## src/hdl/bpack_pkg.sv

```systemverilog
// ----------------------------------------------------------------------------
// bpack_pkg
// Types and constants shared by the bin packer modules.
// ----------------------------------------------------------------------------
package bpack_pkg;

    // Width of size, weight and limit values.
    localparam int VAL_W = 24;

    // Reset value of both limit registers.
    localparam logic [VAL_W-1:0] LIMIT_RESET = 24'd1000;

    // Stream widths.
    localparam int IN_TDATA_W  = 56;
    localparam int OUT_TDATA_W = 24;

    // Input item layout.
    localparam int IN_FRESH_BIT  = 0;
    localparam int IN_SIZE_LSB   = 1;
    localparam int IN_WEIGHT_LSB = 25;

    // Result item layout.
    localparam int OUT_BIN_LSB  = 0;
    localparam int OUT_BIN_W    = 8;
    localparam int OUT_OPEN_BIT = 8;
    localparam int OUT_OVER_BIT = 9;
    localparam int OUT_FULL_BIT = 10;
    localparam int OUT_USED_LSB = 11;
    localparam int OUT_USED_W   = 9;
    localparam int OUT_PAD_LSB  = 20;

    // Register interface.
    localparam int APB_ADDR_W = 3;
    localparam int APB_DATA_W = 32;

    // Register indexes, taken from paddr[2].
    localparam logic REG_SIZE_LIMIT   = 1'b0;
    localparam logic REG_WEIGHT_LIMIT = 1'b1;

    // Commands from the controller to the datapath.
    typedef struct packed {
        logic load;    // latch a new item, apply start_fresh
        logic scan;    // read and test one bin per cycle
        logic commit;  // update the bin, the count and the result register
    } t_cmd;

    // Status from the datapath to the controller.
    typedef struct packed {
        logic hit;       // the bin under test takes the item
        logic scan_end;  // every open bin was tested without a fit
        logic out_free;  // result register can take a new result
    } t_status;

endpackage

```

## src/hdl/bpack_regs.sv

```systemverilog
// ----------------------------------------------------------------------------
// bpack_regs
// Limit registers behind a simple APB-style port.
// ----------------------------------------------------------------------------
module bpack_regs (
    input  logic                                 i_clk,
    input  logic                                 i_rst_n,
    input  logic                                 psel,
    input  logic                                 penable,
    input  logic                                 pwrite,
    input  logic [bpack_pkg::APB_ADDR_W-1:0]     paddr,
    input  logic [bpack_pkg::APB_DATA_W-1:0]     pwdata,
    output logic [bpack_pkg::APB_DATA_W-1:0]     prdata,
    output logic                                 pready,
    output logic [bpack_pkg::VAL_W-1:0]          o_size_limit,
    output logic [bpack_pkg::VAL_W-1:0]          o_weight_limit
);
    import bpack_pkg::*;

    logic [VAL_W-1:0] r_size_limit;
    logic [VAL_W-1:0] r_weight_limit;
    logic             wr_en;
    logic             reg_sel;

    assign pready  = 1'b1;
    assign wr_en   = psel && penable && pwrite;
    assign reg_sel = paddr[2];

    // Register writes complete in the access phase.
    always_ff @(posedge i_clk) begin
        if (!i_rst_n) begin
            r_size_limit   <= LIMIT_RESET;
            r_weight_limit <= LIMIT_RESET;
        end else if (wr_en) begin
            if (reg_sel == REG_SIZE_LIMIT) begin
                r_size_limit <= pwdata[VAL_W-1:0];
            end else begin
                r_weight_limit <= pwdata[VAL_W-1:0];
            end
        end
    end

    // Read data is the selected register, zero extended.
    always_comb begin
        if (reg_sel == REG_SIZE_LIMIT) begin
            prdata = APB_DATA_W'(r_size_limit);
        end else begin
            prdata = APB_DATA_W'(r_weight_limit);
        end
    end

    assign o_size_limit   = r_size_limit;
    assign o_weight_limit = r_weight_limit;

endmodule

```

## config.mk

```make
export PLATFORM = sky130hd
export DESIGN_NAME = bpack_regs
export DESIGN_NICKNAME = d
export VERILOG_FILES = /design/src/hdl/bpack_pkg.sv /design/src/hdl/bpack_regs.sv
export SDC_FILE = /design/constraint.sdc
export NUM_CORES = 1
export LEC_CHECK = 0
export BUFFER_PORTS_ARGS = -buffer_cell sky130_fd_sc_hd__clkbuf_2
export CAP_MARGIN = 20
export CORE_MARGIN = 1.5
export CORE_UTILIZATION = 44
export DETAILED_ROUTE_END_ITERATION = 8
export GPL_ROUTABILITY_DRIVEN = 0
export PLACE_DENSITY = 0.79
export SLEW_MARGIN = 15
export SYNTH_ARGS = -nofsm -noshare
export SYNTH_HDL_FRONTEND = slang
export SYNTH_SLANG_ARGS = --single-unit
export TNS_END_PERCENT = 20
```

## constraint.sdc

```tcl
create_clock -name i_clk -period 1.3 [get_ports i_clk]
set_input_delay 0.195 -clock i_clk [delete_from_list [all_inputs] [get_ports i_clk]]
set_output_delay 0.195 -clock i_clk [all_outputs]
set_load 0.005 [all_outputs]
```

==> reports/results.tsv, run 1 <==
metric	value	unit
reg2reg start	o_weight_limit[18]$_SDFFE_PN0P_	
Area Growth Syn to Fin	29.7	%
R2R depth	2	
antenna diode instance count	0	
WL per Instance	12.3	µm
Post-Synthesis Cells	221	
endpoints failing hold	0	
CTS root buffer	clkbuf_8	
Buf/Inv on CP	3	
Worst Hold Launch	pwdata[10]	
min-delay worst type	in -> reg	
fillcell total	445	
core area	4820	µm²
initial antenna violation count	0	
clk slew on worst S/H paths	0.09	ns
Worst VDD drop	0.498	mV
setup violators final	0	
Worst R2R Setup Slack	0.63	ns
Yosys reg bits	48	
Synthesis Warnings	0	
Rows	25	
Seq/Total Area, Yosys	0.430	
layout cells sized above 1	0.445	
Startpoint Class	input port	
Max-Cap Viols	0	
fin. max-slew vios	0	
Worst Hold Depth	3	
Max clock buf depth	2	
final layout net count	358	
I/O pin total	121	
Die W	74.2	µm
syn avg cell area	10.1	µm²
global-route wire length before repair	7200	µm
first-iteration detailed-routing DRC count	77	
CP Class	in -> out	
CP cell instances	clkbuf_2 -> buf_4 -> mux2_2 -> clkbuf_2	
clock tree sinks	48	
clk_lat worst skew	0.29	ns
count of cell types in the netlist	13	
drt via density	4.67	
TritonCTS Buffers	5	
Sum Neg Setup Slack	0	ns
DRC viols	0	
Slowest Stage Delay on Critical Path	0.36	ns
WHS	0.137	ns
Initial Utilization	0.464	
total iterations of the first detailed-routing run	4	
remaining antenna violation count	0	
CTS resizes	0	
via count	1803	
Final period util	0.949	
grt ovf	0	
status	complete, no violations	
PwrDens	1020	nW/µm²
Post-CTS Hold Buffers	0	
vias in the first global route	1581	
area of the multi-input gates	1120	µm²
CP arrival	1.04	ns
area leader, netlist	dfxtp_1	
CTS tree	done	
slowest library cell on the worst path	mux2_2	
cell family with most CP delay	buffers and inverters	
Max Clock Freq	0.811	GHz
post-CTS setup buffers	0	
Leak Pwr	1.46	nW
Cell Area, Synth	2230	µm²
Worst Path Max Fanout	9	
Synth top area share	0.430	
DIE AREA	5510	µm²
fin crit period	1.23	ns
Worst EP required	1.11	ns
H-tree level count	2	
Die H	74.2	µm
Total GRT Usage	0.172	
port bufs	101	
WHS Endpoint	o_weight_limit[10]$_SDFFE_PN0P_	
final WL	4770	µm
most used cell, CP	clkbuf_2	
Reg-to-Reg End	o_weight_limit[18]$_SDFFE_PN0P_	
unrepaired setup endpoints after global routing	false	
largest net degree at the start of global routing	46	
skew final	0	ns
dpl hpwl	3430	µm
Setup crit end kind	output port	
sequential cell area	961	µm²
top post-synthesis cells by area	dfxtp_1, mux2i_1, mux2_2	
synth_stat cells (all sizes together):
library cell,number
mux2i,48
nand4,1
nor2b,18
mux2,24
clkbuf,7
buf,18
conb,2
nand2,54
dfxtp,48
and4b,1
registers in the layout (all words and copies together), names as in the netlist:
signal          flops
o_size_limit       24
o_weight_limit     24
logic make-up (layout without fill, tap and decap cells):
| group | Yosys count | in the layout | share of synthesized area |
|---|---|---|---|
| flops | 48 | 48 | 0.430 |
| simple gates | 74 | 74 | 0.151 |
| buf+inv | 25 | 116 | 0.0790 |
| mux | 72 | 72 | 0.336 |
| other cells | 2 | 9 | 0.00336 |
cell usage in the layout, fill, tap and decap left out, drive strengths merged:
cell / instances
mux2: 24
nand2: 54
clkinv: 1
and4b: 1
bufinv: 1
dfxtp: 48
clkbuf: 107
mux2i: 48
conb: 9
nor2b: 18
nand4: 1
buf: 7
per-stage QoR:
step	utilization	total power, mW	setup WS [ns]	std cells	area [µm²]
2_1_floorplan	-	1.75	0.236	228	2260
6_report	0.602	2.95	0.0666	386	2900
5_1_grt	0.602	3.08	0.0314	386	2900
3_3_place_gp	0.576	1.86	0.0939	378	2780
4_1_cts	0.602	2.99	0.0685	386	2900
3_5_place_dp	0.576	1.87	0.0701	378	2780
metal layers:
layer	vias up	GRT usage	routed length, µm
li1	905	-	-
met1	819	0.207	2110
met2	69	0.285	2250
met3	10	0.0474	312
met4	0	0.0788	94
met5	-	0	0
where the power goes:
part           switching, mW  internal, mW
Clock                  0.497         0.629
Sequential            0.0246          1.50
Combinational          0.146         0.156
area by class of cell:
cell class / instances / share of cell area
Tap cell: 67 / 0.0289
Multi-Input combinational cell: 155 / 0.388
Timing Repair Buffer: 108 / 0.210
Sequential cell: 48 / 0.332
Clock inverter: 2 / 0.0134
Clock buffer: 6 / 0.0285
worst min-delay path, delay by kind of cell:
family / cells / cell delay [ns]
buffers and inverters: 1 / 0.08
and+or+nand+nor: 1 / 0.06
muxes: 1 / 0.06
worst max path at each step:
stage                               startpoint                            to  slack [ns]  cells past startpoint
2_1_floorplan                         paddr[2]  o_size_limit[0]$_SDFFE_PN0P_        0.24                      5
3_3_place_gp                          paddr[2]                     prdata[9]        0.09                      4
3_5_place_dp                          paddr[2]                    prdata[10]        0.07                      4
4_1_cts        o_weight_limit[18]$_SDFFE_PN0P_                    prdata[18]        0.07                      2
5_1_grt                               paddr[2]                    prdata[10]        0.03                      4
6_report                              paddr[2]                    prdata[10]        0.07                      4
No activity file was read; power rests on OpenSTA's default activity.
==> inputs of run 2 (changes only) <==
--- a/config.mk
+++ b/config.mk
@@ -7,11 +7,13 @@
 export LEC_CHECK = 0
 export BUFFER_PORTS_ARGS = -buffer_cell sky130_fd_sc_hd__clkbuf_2
 export CAP_MARGIN = 20
+export CELL_PAD_IN_SITES_DETAIL_PLACEMENT = 1
+export CELL_PAD_IN_SITES_GLOBAL_PLACEMENT = 1
 export CORE_MARGIN = 1.5
-export CORE_UTILIZATION = 44
+export CORE_UTILIZATION = 32
 export DETAILED_ROUTE_END_ITERATION = 8
 export GPL_ROUTABILITY_DRIVEN = 0
-export PLACE_DENSITY = 0.79
+export PLACE_DENSITY_LB_ADDON = 0.1
 export SLEW_MARGIN = 15
 export SYNTH_ARGS = -nofsm -noshare
 export SYNTH_HDL_FRONTEND = slang
==> reports/results.tsv, run 2 (synthesized netlist as in run 1, its figures left out) <==
metric	value	unit
Int Pwr	2.23	mW
CTS tree	done	
commonest non-fill, non-tap cell in the layout	clkbuf_2	
largest net degree at the start of global routing	43	
first-iteration detailed-routing DRC count	15	
drt via density	4.56	
Sw Pwr	0.675	mW
total iterations of the first detailed-routing run	4	
dpl hpwl	3850	µm
TritonCTS Buffers	5	
Max clock buf depth	2	
most frequent cells in the layout	clkbuf_2, nand2_1, mux2i_1, dfxtp_1, mux2_2	
Sum Neg Setup Slack	0	ns
H-tree level count	2	
Net Sw Frac	0.232	
setup violators final	0	
CP Class	reg -> out	
Worst R2R Setup Slack	0.65	ns
endpoints failing hold	0	
fin crit period	1.22	ns
Final Power	2.90	mW
reg2reg start	o_size_limit[21]$_SDFFE_PN0P_	
core area	6760	µm²
Area Growth Syn to Fin	29.5	%
Buf/Inv on CP	1	
vias in the first global route	1698	
WHS	0.134	ns
Setup crit end kind	output port	
antenna diode instance count	0	
WL per Instance	13.6	µm
initial antenna violation count	0	
PwrDens	1000	nW/µm²
power share of the clock group	0.369	
fillcell total	828	
grt ovf	0	
Final period util	0.938	
final WL	5430	µm
CP arrival	1.02	ns
Worst Hold Launch	pwdata[15]	
Post-CTS Hold Buffers	0	
Total GRT Usage	0.145	
Leak Pwr	1.45	nW
CTS root buffer	clkbuf_8	
Rows	30	
CTS resizes	0	
clk_lat worst skew	0.29	ns
Initial Utilization	0.331	
unrepaired setup endpoints after global routing	false	
Reg power frac	0.526	
Die W	86.5	µm
clk slew on worst S/H paths	0.09	ns
global-route wire length before repair	8440	µm
skew final	0	ns
DIE AREA	7490	µm²
Worst Path Max Fanout	3	
fin. max-slew vios	0	
Die H	86.5	µm
Critical path origin	o_weight_limit[10]$_SDFFE_PN0P_	
slowest library cell on the worst path	dfxtp_1	
post-CTS setup buffers	0	
CP cell instances	mux2_2 -> clkbuf_2	
Max Clock Freq	0.820	GHz
via count	1815	
I/O pin total	121	
Max-Cap Viols	0	
layout cells sized above 1	0.440	
dpl cells	390	
clock tree sinks	48	
port bufs	101	
Comb power frac	0.105	
final cell count without fillers	398	
Slowest Stage Delay on Critical Path	0.35	ns
cell family with most CP delay	flip-flops	
final core occ	0.428	
status	complete, no violations	
Startpoint Class	flip-flop	
final layout net count	357	
DRC viols	0	
Worst EP required	1.11	ns
min-delay worst type	in -> reg	
Worst VDD drop	0.386	mV
remaining antenna violation count	0	
## run 2: layout make-up
class	instances	area, µm²	area share
clock inverters	2	35.0	0.0121
clock buffers	6	72.6	0.0251
multi-input cells	155	1120	0.388
repair buffers	107	601	0.208
well taps	80	100	0.0346
flip-flops and latches	48	961	0.332
## run 2: layer usage
metal	up-vias	share of wire	routed length [µm]	GRT usage
met5	-	0	0	0
met2	60	0.48	2620	0.244
met1	851	0.44	2400	0.173
met3	5	0.063	340	0.0438
met4	0	0.013	69	0.0557
li1	899	-	-	-
## run 2: worst register-to-register path: stages (launching register included)
cell and delay [ns]:
dfxtp_1 0.37, nand2_1 0.07, mux2i_1 0.13
## run 2: power by group through the flow
stage / combinational [mW] / clock [mW] / sequential (mW)
5_1_grt: 0.334 / 1.17 / 1.53
4_1_cts: 0.310 / 1.12 / 1.53
3_5_place_dp: 0.308 / 0 / 1.56
3_3_place_gp: 0.305 / 0 / 1.56
6_report: 0.304 / 1.07 / 1.53
2_1_floorplan: 0.191 / 0 / 1.56
## run 2: worst paths after layout
kind / endpoint / cells after the start
max reg2reg: o_size_limit[21]$_SDFFE_PN0P_ / 2
max: prdata[10] / 2
min: o_weight_limit[15]$_SDFFE_PN0P_ / 3
min reg2reg: o_size_limit[4]$_SDFFE_PN0P_ / 2
## run 2: stage by stage
| stage | instance area (µm²) | worst slack [ns] |
|---|---|---|
| finish | 2890 | 0.0803 |
| global route | 2890 | 0.0212 |
| CTS | 2890 | 0.0513 |
| detailed placement | 2790 | 0.119 |
| global placement | 2790 | 0.129 |
| floorplan | 2260 | 0.236 |
