**src/hdl/bpack_pkg.sv**
```systemverilog
// ----------------------------------------------------------------------------
// bpack_pkg
// Types and constants shared by the bin packer modules.
// ----------------------------------------------------------------------------
package bpack_pkg;

    // Width of size, weight and limit values.
    localparam int VAL_W = 24;

    // Reset value of both limit registers.
    localparam logic [VAL_W-1:0] LIMIT_RESET = 24'd1000;

    // Stream widths.
    localparam int IN_TDATA_W  = 56;
    localparam int OUT_TDATA_W = 24;

    // Input item layout.
    localparam int IN_FRESH_BIT  = 0;
    localparam int IN_SIZE_LSB   = 1;
    localparam int IN_WEIGHT_LSB = 25;

    // Result item layout.
    localparam int OUT_BIN_LSB  = 0;
    localparam int OUT_BIN_W    = 8;
    localparam int OUT_OPEN_BIT = 8;
    localparam int OUT_OVER_BIT = 9;
    localparam int OUT_FULL_BIT = 10;
    localparam int OUT_USED_LSB = 11;
    localparam int OUT_USED_W   = 9;
    localparam int OUT_PAD_LSB  = 20;

    // Register interface.
    localparam int APB_ADDR_W = 3;
    localparam int APB_DATA_W = 32;

    // Register indexes, taken from paddr[2].
    localparam logic REG_SIZE_LIMIT   = 1'b0;
    localparam logic REG_WEIGHT_LIMIT = 1'b1;

    // Commands from the controller to the datapath.
    typedef struct packed {
        logic load;    // latch a new item, apply start_fresh
        logic scan;    // read and test one bin per cycle
        logic commit;  // update the bin, the count and the result register
    } t_cmd;

    // Status from the datapath to the controller.
    typedef struct packed {
        logic hit;       // the bin under test takes the item
        logic scan_end;  // every open bin was tested without a fit
        logic out_free;  // result register can take a new result
    } t_status;

endpackage

```
**src/hdl/bpack_ctrl.sv**
```systemverilog
// ----------------------------------------------------------------------------
// bpack_ctrl
// Controller that sequences accept, bin scan and commit for each item.
// ----------------------------------------------------------------------------
module bpack_ctrl (
    input  logic               i_clk,
    input  logic               i_rst_n,
    input  logic               i_s_valid,
    output logic               o_s_ready,
    input  bpack_pkg::t_status i_status,
    output bpack_pkg::t_cmd    o_cmd
);
    import bpack_pkg::*;

    typedef enum logic [2:0] {
        S_IDLE = 3'b001,
        S_SCAN = 3'b010,
        S_DONE = 3'b100
    } t_state;

    t_state r_state;
    t_state n_state;

    // Next state and command decode.
    always_comb begin
        n_state   = r_state;
        o_cmd     = '0;
        o_s_ready = 1'b0;
        case (r_state)
            S_IDLE: begin
                o_s_ready = 1'b1;
                if (i_s_valid) begin
                    o_cmd.load = 1'b1;
                    n_state    = S_SCAN;
                end
            end
            S_SCAN: begin
                o_cmd.scan = 1'b1;
                if (i_status.hit || i_status.scan_end) begin
                    n_state = S_DONE;
                end
            end
            S_DONE: begin
                if (i_status.out_free) begin
                    o_cmd.commit = 1'b1;
                    n_state      = S_IDLE;
                end
            end
            default: begin
                n_state = S_IDLE;
            end
        endcase
    end

    // State register.
    always_ff @(posedge i_clk) begin
        if (!i_rst_n) begin
            r_state <= S_IDLE;
        end else begin
            r_state <= n_state;
        end
    end

endmodule

```
**config.mk**
```make
export PLATFORM = sky130hd
export DESIGN_NAME = bpack_ctrl
export DESIGN_NICKNAME = d
export VERILOG_FILES = /design/src/hdl/bpack_pkg.sv /design/src/hdl/bpack_ctrl.sv
export SDC_FILE = /design/constraint.sdc
export NUM_CORES = 1
export LEC_CHECK = 0
export BUFFER_PORTS_ARGS = -buffer_cell sky130_fd_sc_hd__buf_2
export CORE_AREA = 4 4 41 43
export CTS_BUF_LIST = sky130_fd_sc_hd__clkbuf_8
export DETAILED_ROUTE_END_ITERATION = 10
export DIE_AREA = 0 0 45 47
export PLACE_DENSITY = 0.3
export RECOVER_POWER = 100
export SYNTH_ARGS = -nofsm -noshare
export SYNTH_HDL_FRONTEND = slang
export SYNTH_SLANG_ARGS = --single-unit
```
**constraint.sdc**
```tcl
create_clock -name i_clk -period 1.3 [get_ports i_clk]
set_clock_uncertainty 0.15 [all_clocks]
set_input_delay 0 -clock i_clk [delete_from_list [all_inputs] [get_ports i_clk]]
set_output_delay 0 -clock i_clk [all_outputs]
set_load 0.005 [all_outputs]
```
==> flow_summary_export.csv, run 1 <==
group,metric,value,unit
route,m1WireLength,195,microns
route,drtIter0Drc,4,
logic_synthesis,avgSynthCellArea,9.347,sq um
layout,largest-register,"r_state",
clocking,ctsHtreeMaxLevel,1,
placed_design,dpl.hpwl,405.2,microns
route,firstDrtPassIters,4,
layout,final_cell_mix,"buf_2 (5), dlygate4sd3_1 (4), clkbuf_8 (3), clkbuf_1 (3)",
setup_path,path_class,"flop to flop",
setup_path,slowest_delay,350,ps
layout,antenna_cells,0,
flow_run,maxCapViolCount,0,
setup_path,worstPathMaxFanout,6,
route,dr_wl_met3,31,microns
logic_synthesis,synth_top_area_frac,0.3780,
clocking,cts_tree,"built",
layout,reg_top3,"r_state: 3 flops",
setup_path,cp.required,1270,ps
timing,fin_crit_sh,0.9423,
logic_synthesis,synth_seq_area_share,0.3780,
timing,timing.hold.ws,60.43,ps
layout,layout_commonest_cell,"buf_2",
setup_path,cp_data_arrival_time,1190,ps
clocking,clockBufferDepth,2,
route,topRoutingLayerUsed,"met4",
placed_design,place_congestion,0.7160,
global_routing,antenna_found_initial,0,
layout,final_cells,50,
route,drc,0,
logic_synthesis,syn_inst,17,
clocking,clk-insertion-delay-late,220,ps
logic_synthesis,synth_cell_type_count,12,
clocking,cts.sinks,3,
logic_synthesis,ys_seq_elements,3,
layout,largest_reg_flops,3,
logic_synthesis,yosys-top-cells-area,"dfxtp_1 (38%), nor3b_1 (9.4%), nor4bb_1 (6.3%)",
setup_path,endpoint_kind,"flop",
die,start_util,0.1221,
timing,setup_violations,0,
die,num_rows,13,
route,via_per_inst,4.180,
die,pin_count,10,
die,die_w,45,microns
run_status,status,"completed",
route,via_count,209,
setup_path,crit_chain,"nand2b_1 > o31a_1 > nor3b_1",
global_routing,grt_pass1_vias,200,
clocking,numCtsBuffers,3,
hold_path,hold_class,"input port to flop",
clocking,post-cts-setup-buffers,0,
route,wl_per_cell,11.30,microns
setup_path,startpoint_type,"flop",
route,drt_wl_total,565,microns
global_routing,grt_max_degree,8,
power_and_ir_drop,power.total,0.4175,mW
timing,hold_viol,0,
layout,areaGrowthSynthToFinish,100.8,%
die,coreArea,1301,sq um
global_routing,overflow,0,
global_routing,grt_usage,0.07019,
logic_synthesis,synth_nets,23,
placed_design,placedCellCount,42,
die,die_h,47,microns
timing,fmax,816.3,MHz
setup_path,r2r_setup_slack,70,ps
logic_synthesis,synth_area,158.9,sq um
timing,setup-tns-final,0,ps
timing,final_max_slew_viol_count,0,
route,wl_met2,288,microns
logic_synthesis,synth_warnings,0,
layout,drive_gt1_frac,0.3429,
timing,min_period,1225,ps
global_routing,grt_pass1_wl,876,microns
timing,relSlewSlack,0.7556,
setup_path,worst_r2r_startpoint,"r_state[0]$_SDFFE_PN1P_",
layout,final_nets,42,
setup_path,r2r_cells,3,
power_and_ir_drop,vdd_drop_max,0.0004641,V
hold_path,min_from,"i_s_valid",
clocking,cts_root_buf,"clkbuf_8",
placed_design,port_buffers,9,
power_and_ir_drop,cellLeakagePower,0.1365,nW
timing,tightestPinTransition,361.4,ps
logic_synthesis,synth_top_cell_by_area,"dfxtp_1",
hold_path,hold_depth,4,
setup_path,reg2reg_to,"r_state[1]$_SDFFE_PN0P_",
clocking,clk_pin_slew_worst_paths,30,ps
layout,final_core_util,0.2452,
die,dieArea,2115,sq um
route,ant_nets,0,
setup_path,critPathSlowestCell,"dfxtp_1",
hold_path,hold_end,"r_state[1]$_SDFFE_PN0P_",
power_and_ir_drop,powerDensity,1308,nW/um^2
## where the power goes
part | switching (mW) | internal, mW
Combinational | 0.0179 | 0.0276
Sequential | 0.00760 | 0.0982
Clock | 0.0648 | 0.201
## routing by layer
metal  up-vias  track usage
li1        103            -
met1        91      0.05882
met2        10      0.09322
met3         5      0.02299
met4         0       0.1404
met5         -            0
## cells in the mapped netlist
cell / number
and3b_1: 1
o21ai_0: 2
nand2b_1: 1
o31a_1: 1
nor4b_1: 1
nor2_1: 2
dfxtp_1: 3
o31ai_1: 1
nand3b_1: 1
nor4bb_1: 1
or3b_1: 1
nor3b_1: 2
## repair_timing
action,CTS,global route
setup endpoints to repair,0,2
hold buffers,4,0
resized for setup,0,2
hold endpoints to repair,3,0
## kinds of logic (layout without fill, tap and decap cells)
| kind of cell | Yosys count | count (layout) | share of synthesized area |
|---|---|---|---|
| and+or+nand+nor | 10 | 10 | 0.4568 |
| AOI/OAI and AO/OA | 4 | 4 | 0.1654 |
| DFF | 3 | 3 | 0.3780 |
| buffers and inverters | 0 | 18 | 0 |
## worst max-delay path, delay by kind of cell, from the launching register on
kind / cells / cell delay [ps]
AND/OR/NAND/NOR: 2 / 390
flip-flops: 1 / 350
AO/OA/AOI/OAI: 1 / 240
## worst max-delay path by stage
stage                                         end                     from  slack (ps)  cells after the start
final                     r_state[1]$_SDFFE_PN0P_  r_state[0]$_SDFFE_PN1P_          70                      3
after global routing                     o_cmd[0]              i_status[0]          -6                      4
after CTS                 r_state[2]$_SDFFE_PN0P_              i_status[0]          80                      5
after detailed placement  r_state[1]$_SDFFE_PN0P_  r_state[0]$_SDFFE_PN1P_         100                      3
after global placement    r_state[1]$_SDFFE_PN0P_  r_state[0]$_SDFFE_PN1P_         100                      3
after floorplan           r_state[2]$_SDFFE_PN0P_  r_state[2]$_SDFFE_PN0P_         160                      3
## cell type report
cell class	count	area, sq um
Clock buffer	3	41.29
Fill cell	147	982.2
Timing Repair Buffer	14	88.84
Sequential cell	3	61.31
Tap cell	15	18.77
Clock inverter	1	3.754
Multi-Input combinational cell	14	105.1
## per-stage QoR
| stage | area [sq um] | setup WS [ps] |
|---|---|---|
| 2_1_floorplan | 158.9 | 159.0 |
| 3_3_place_gp | 230.2 | 96.32 |
| 3_5_place_dp | 230.2 | 102.3 |
| 4_1_cts | 315.3 | 77.25 |
| 5_1_grt | 319.1 | -5.658 |
| 6_report | 319.1 | 74.99 |
Power figures use the tool's default switching activity.
==> run 2: changes to the inputs <==
- clock period: 1.3 -> 1.35 ns (I/O delays scaled with it)
==> flow_summary_export.csv, run 2 (synthesized netlist as in run 1, its figures left out) <==
group,metric,value,unit
hold_path,hold_class,"input port to flop",
layout,drive_gt1_frac,0.2727,
layout,largest_reg_flops,3,
route,drt_wl_total,527,microns
global_routing,antenna_found_initial,0,
placed_design,dpl.hpwl,429.2,microns
timing,setup-tns-final,0,ps
layout,layout_commonest_cell,"buf_2",
route,wl_per_cell,10.98,microns
clocking,clk-insertion-delay-late,210,ps
placed_design,preCtsSetupSlack,106.3,ps
global_routing,grt_pass1_wl,890,microns
layout,areaGrowthSynthToFinish,85.04,%
die,num_rows,13,
setup_path,cp_data_arrival_time,1260,ps
clocking,cts_root_buf,"clkbuf_8",
placed_design,port_buffers,9,
clocking,ctsHtreeMaxLevel,1,
setup_path,worstPathMaxFanout,8,
setup_path,crit_chain,"or3b_1 > o21ai_0 > and3b_1",
layout,antenna_cells,0,
die,die_h,47,microns
clocking,cts.sinks,3,
timing,rsz0062_at_grt,"no",
layout,largest-register,"r_state",
setup_path,cp.required,1350,ps
timing,fin_crit_sh,0.9290,
timing,finalWorstSetupSlack,95.80,ps
global_routing,grt_max_degree,9,
setup_path,critPathSlowestCell,"dfxtp_1",
power_and_ir_drop,cellLeakagePower,0.1251,nW
setup_path,endpoint_kind,"flop",
setup_path,startpoint_type,"flop",
layout,final_cell_mix,"buf_2 (5), clkbuf_8 (3), dlygate4sd3_1 (3), clkbuf_1 (3), dfxtp_1 (3)",
route,via_per_inst,4.063,
route,firstDrtPassIters,2,
power_and_ir_drop,power.total,0.3924,mW
timing,fmax,797.3,MHz
route,drc,0,
placed_design,place_congestion,0.7359,
die,coreArea,1301,sq um
clocking,cts_resized,0,
clocking,clockBufferDepth,2,
die,die_w,45,microns
route,via_count,195,
timing,min_period,1254,ps
die,pin_count,10,
timing,tightestPinTransition,243.9,ps
clocking,clk_pin_slew_worst_paths,30,ps
setup_path,slowest_delay,420,ps
layout,reg_top3,"r_state: 3 flops",
timing,final_max_slew_viol_count,0,
die,dieArea,2115,sq um
global_routing,grt_pass1_vias,210,
layout,final_nets,40,
global_routing,overflow,0,
run_status,status,"completed",
power_and_ir_drop,powerDensity,1335,nW/um^2
global_routing,grt_usage,0.06230,
power_and_ir_drop,vdd_drop_max,0.0006425,V
clocking,cts_tree,"built",
timing,setup_violations,0,
timing,hold_viol,0,
flow_run,maxCapViolCount,0,
timing,relSlewSlack,0.8352,
die,start_util,0.1221,
route,drtIter0Drc,1,
layout,final_core_util,0.2260,
setup_path,path_class,"flop to flop",
clocking,numCtsBuffers,3,
timing,timing.hold.ws,5.000,ps
route,ant_nets,0,
## run 2: where the power goes
| group | switching (mW) | internal [mW] |
|---|---|---|
| logic | 0.0166 | 0.0240 |
| clock network | 0.0567 | 0.193 |
| registers | 0.00761 | 0.0941 |
## run 2: final cells by class
type                    instances  area [sq um]
fillers                       156          1007
multi-input cells              14         98.84
repair buffers                 12         71.32
flip-flops and latches          3         60.06
clock buffers                   3         41.29
well taps                      15         18.77
clock inverters                 1         3.754
## run 2: worst max-delay path: cells and delay by family, from the launching register on
family,cells,cell delay [ps]
AND/OR/NAND/NOR,2,540
AO/OA/AOI/OAI,1,80
flip-flops,1,420
## run 2: final timing paths
kind                      startpoint                 endpoint  slack (ps)  depth (start not counted)
min reg2reg  r_state[2]$_SDFFE_PN0P_  r_state[1]$_SDFFE_PN0P_         410                          1
max reg2reg  r_state[2]$_SDFFE_PN0P_  r_state[2]$_SDFFE_PN0P_         100                          3
max          r_state[2]$_SDFFE_PN0P_  r_state[2]$_SDFFE_PN0P_         100                          3
min                      i_status[0]  r_state[0]$_SDFFE_PN1P_           5                          3
## run 2: stage by stage
stage,cells,cell area [sq um]
after floorplan,17,158.9
after global placement,41,222.7
after detailed placement,41,222.7
after CTS,48,297.8
after global routing,48,294.0
final,48,294.0
## run 2: timing repair
| action | CTS | global route |
|---|---|---|
| hold endpoints to repair | 3 | 0 |
| hold buffers | 3 | 0 |
| setup buffers | 0 | 0 |
## run 2: per-layer routing
layer | track usage | share of wire | vias up
met4 | 0.05263 | 0 | 0
met1 | 0.06109 | 0.40 | 90
li1 | - | - | 98
met5 | 0 | 0 | -
met3 | 0.02682 | 0.051 | 0
met2 | 0.1017 | 0.54 | 7
==> run 3: changes to the inputs <==
- ABC_AREA: default -> 1
==> flow_summary_export.csv, run 3 <==
group,metric,value,unit
die,coreArea,1301,sq um
setup_path,cp.required,1200,ps
timing,relSlewSlack,0.8253,
logic_synthesis,synth-edff-count,0,
layout,fill_cells,155,
timing,tightestPinTransition,259.7,ps
layout,largest_reg_flops,3,
logic_synthesis,yosys.area_share.adder,0,
timing,setup_violations,0,
logic_synthesis,synth_xor_area_frac,0,
layout,areaGrowthSynthToFinish,77.18,%
logic_synthesis,synth_warnings,0,
route,firstDrtPassIters,4,
logic_synthesis,synth_most_common_cell,"inv_1",
placed_design,dpl_cell_area,250.2,sq um
die,dieArea,2115,sq um
die,die_h,47,microns
global_routing,grt_pass1_wl,765,microns
global_routing,antenna_found_initial,0,
timing,final_max_slew_viol_count,0,
timing,min_period,1184,ps
timing,fin_crit_sh,0.8773,
logic_synthesis,synth-compound-area-share,0.04027,
placed_design,place_congestion,0.7184,
timing,setup-tns-final,0,ps
setup_path,cp_data_arrival_time,1030,ps
logic_synthesis,synth_top_family_by_area,"simple AND/OR/NAND/NOR gates",
logic_synthesis,ys_seq_elements,3,
power_and_ir_drop,powerDensity,1418,nW/um^2
setup_path,endpoint_kind,"primary output",
route,ant_nets,0,
logic_synthesis,synth_area,186.4,sq um
layout,layout_commonest_cell,"inv_1",
route,drc,0,
logic_synthesis,synth_top_area_frac,0.3221,
power_and_ir_drop,vdd_drop_max,0.0005548,V
logic_synthesis,async_flop_share,0,
layout,antenna_cells,0,
die,die_w,45,microns
logic_synthesis,avgSynthCellArea,6.214,sq um
clocking,clk_pin_slew_worst_paths,30,ps
layout,reg_top3,"r_state: 3 flops",
clocking,cts.sinks,3,
route,wl_per_cell,8.016,microns
die,start_util,0.1433,
clocking,clockBufferDepth,2,
layout,final_cell_mix,"inv_1 (8), buf_2 (7), nand2_1 (5)",
logic_synthesis,synth_nets,36,
logic_synthesis,muxShareOfSynthArea,0,
logic_synthesis,synthTopCellsByCount,"inv_1 (7), nand2_1 (5), nand3_1 (4)",
layout,final_design_area_no_fill,330.3,sq um
layout,drive_gt1_frac,0.2766,
route,drt_wl_total,497,microns
global_routing,grt_usage,0.05213,
logic_synthesis,synth_ff_type,"dfxtp_1",
logic_synthesis,yosys-top-cells-area,"dfxtp_1 (32%), inv_1 (14%), nand3_1 (11%)",
clocking,cts_resized,0,
run_status,status,"completed",
route,via_count,227,
setup_path,worstPathMaxFanout,3,
layout,multiInputGateArea,90.09,sq um
setup_path,path_class,"flop to primary output",
clocking,clk-insertion-delay-late,210,ps
clocking,numCtsBuffers,3,
route,drtIter0Drc,3,
logic_synthesis,yosys.area_share.simple,0.4564,
logic_synthesis,synth_seq_area_share,0.3221,
setup_path,startpoint_type,"flop",
hold_path,hold_class,"input port to flop",
placed_design,dpl.hpwl,391.5,microns
power_and_ir_drop,cellLeakagePower,0.1846,nW
global_routing,grt_pass1_vias,187,
clocking,ctsHtreeMaxLevel,1,
layout,seq_area,60.06,sq um
logic_synthesis,syn_inst,30,
global_routing,overflow,0,
flow_run,maxCapViolCount,0,
global_routing,grt_max_degree,6,
layout,final_nets,54,
die,num_rows,13,
placed_design,port_buffers,9,
route,via_per_inst,3.661,
timing,hold_viol,0,
clocking,cts_tree,"built",
timing,fmax,844.4,MHz
die,pin_count,10,
logic_synthesis,synth_top_cell_by_area,"dfxtp_1",
timing,rsz0062_at_grt,"no",
clocking,cts_root_buf,"clkbuf_8",
layout,largest-register,"r_state",
logic_synthesis,synth_cell_type_count,11,
-- run 3: cell count changes after synthesis, sizes merged, moves of 2 or more --
cell / change
nor3b: -2
nand2: +5
nor2: +3
nand3: +5
inv: +9
o21ai: -2
-- run 3: timing repair --
| action | CTS | global route |
|---|---|---|
| hold endpoints to repair | 3 | 0 |
| buffers inserted | 0 | 0 |
| hold buffers | 4 | 0 |
-- run 3: cell type report --
type	instances	area share
Clock buffer	3	0.1250
Clock inverter	1	0.01136
Inverter	9	0.1023
Sequential cell	3	0.1818
Multi-Input combinational cell	18	0.2727
Tap cell	15	0.05682
Timing Repair Buffer	13	0.2500
-- run 3: routing by layer --
metal  GRT usage  vias up  share of wire
met5           0        -              0
met4     0.01754        0              0
met3     0.03831        0           0.11
met2     0.07910        7           0.44
met1     0.05682       91           0.45
li1            -      129              -
-- run 3: path summary, 6_finish.rpt --
check / startpoint / end / slack, ps / cells past startpoint
setup / recovery: r_state[2]$_SDFFE_PN0P_ / o_cmd[2] / 170 / 6
hold / removal: i_status[0] / r_state[0]$_SDFFE_PN1P_ / 60 / 5
setup reg to reg: r_state[2]$_SDFFE_PN0P_ / r_state[2]$_SDFFE_PN0P_ / 280 / 4
hold reg to reg: r_state[1]$_SDFFE_PN0P_ / r_state[1]$_SDFFE_PN0P_ / 470 / 4
-- run 3: kinds of logic (layout without fill, tap and decap cells) --
group                  Yosys count  after routing
AO/OA/AOI/OAI                    1              1
buffers and inverters            9             26
flip-flops                       3              3
AND/OR/NAND/NOR                 17             17
-- run 3: where the power goes --
group	switching [mW]	total (mW)	leakage, nW	internal (mW)
clock network	0.0560	0.249	0.0269	0.193
registers	0.0132	0.116	0.0248	0.102
logic	0.0557	0.103	0.133	0.0477
-- run 3: worst max-delay path, stage by stage, from the launching register on --
cell	delay, ps
dfxtp_1	310
nor2_1	150
nand2_1	100
clkinv_1	60
nand2_1	60
inv_1	50
buf_2	100
-- run 3: stage by stage --
stage | worst slack (ps) | cells | utilization | hold slack (ps) | power, mW
finish | 165.7 | 62 | 0.2538 | 56.55 | 0.4683
detailed placement | 276.4 | 54 | 0.1923 | 132.7 | 0.2175
floorplan | 371.3 | 30 | - | -57.32 | 0.1810
CTS | 139.8 | 62 | 0.2577 | 54.18 | 0.4841
global route | 59.17 | 62 | 0.2538 | 97.77 | 0.5060
global placement | 257.5 | 54 | 0.1923 | 136.9 | 0.2166
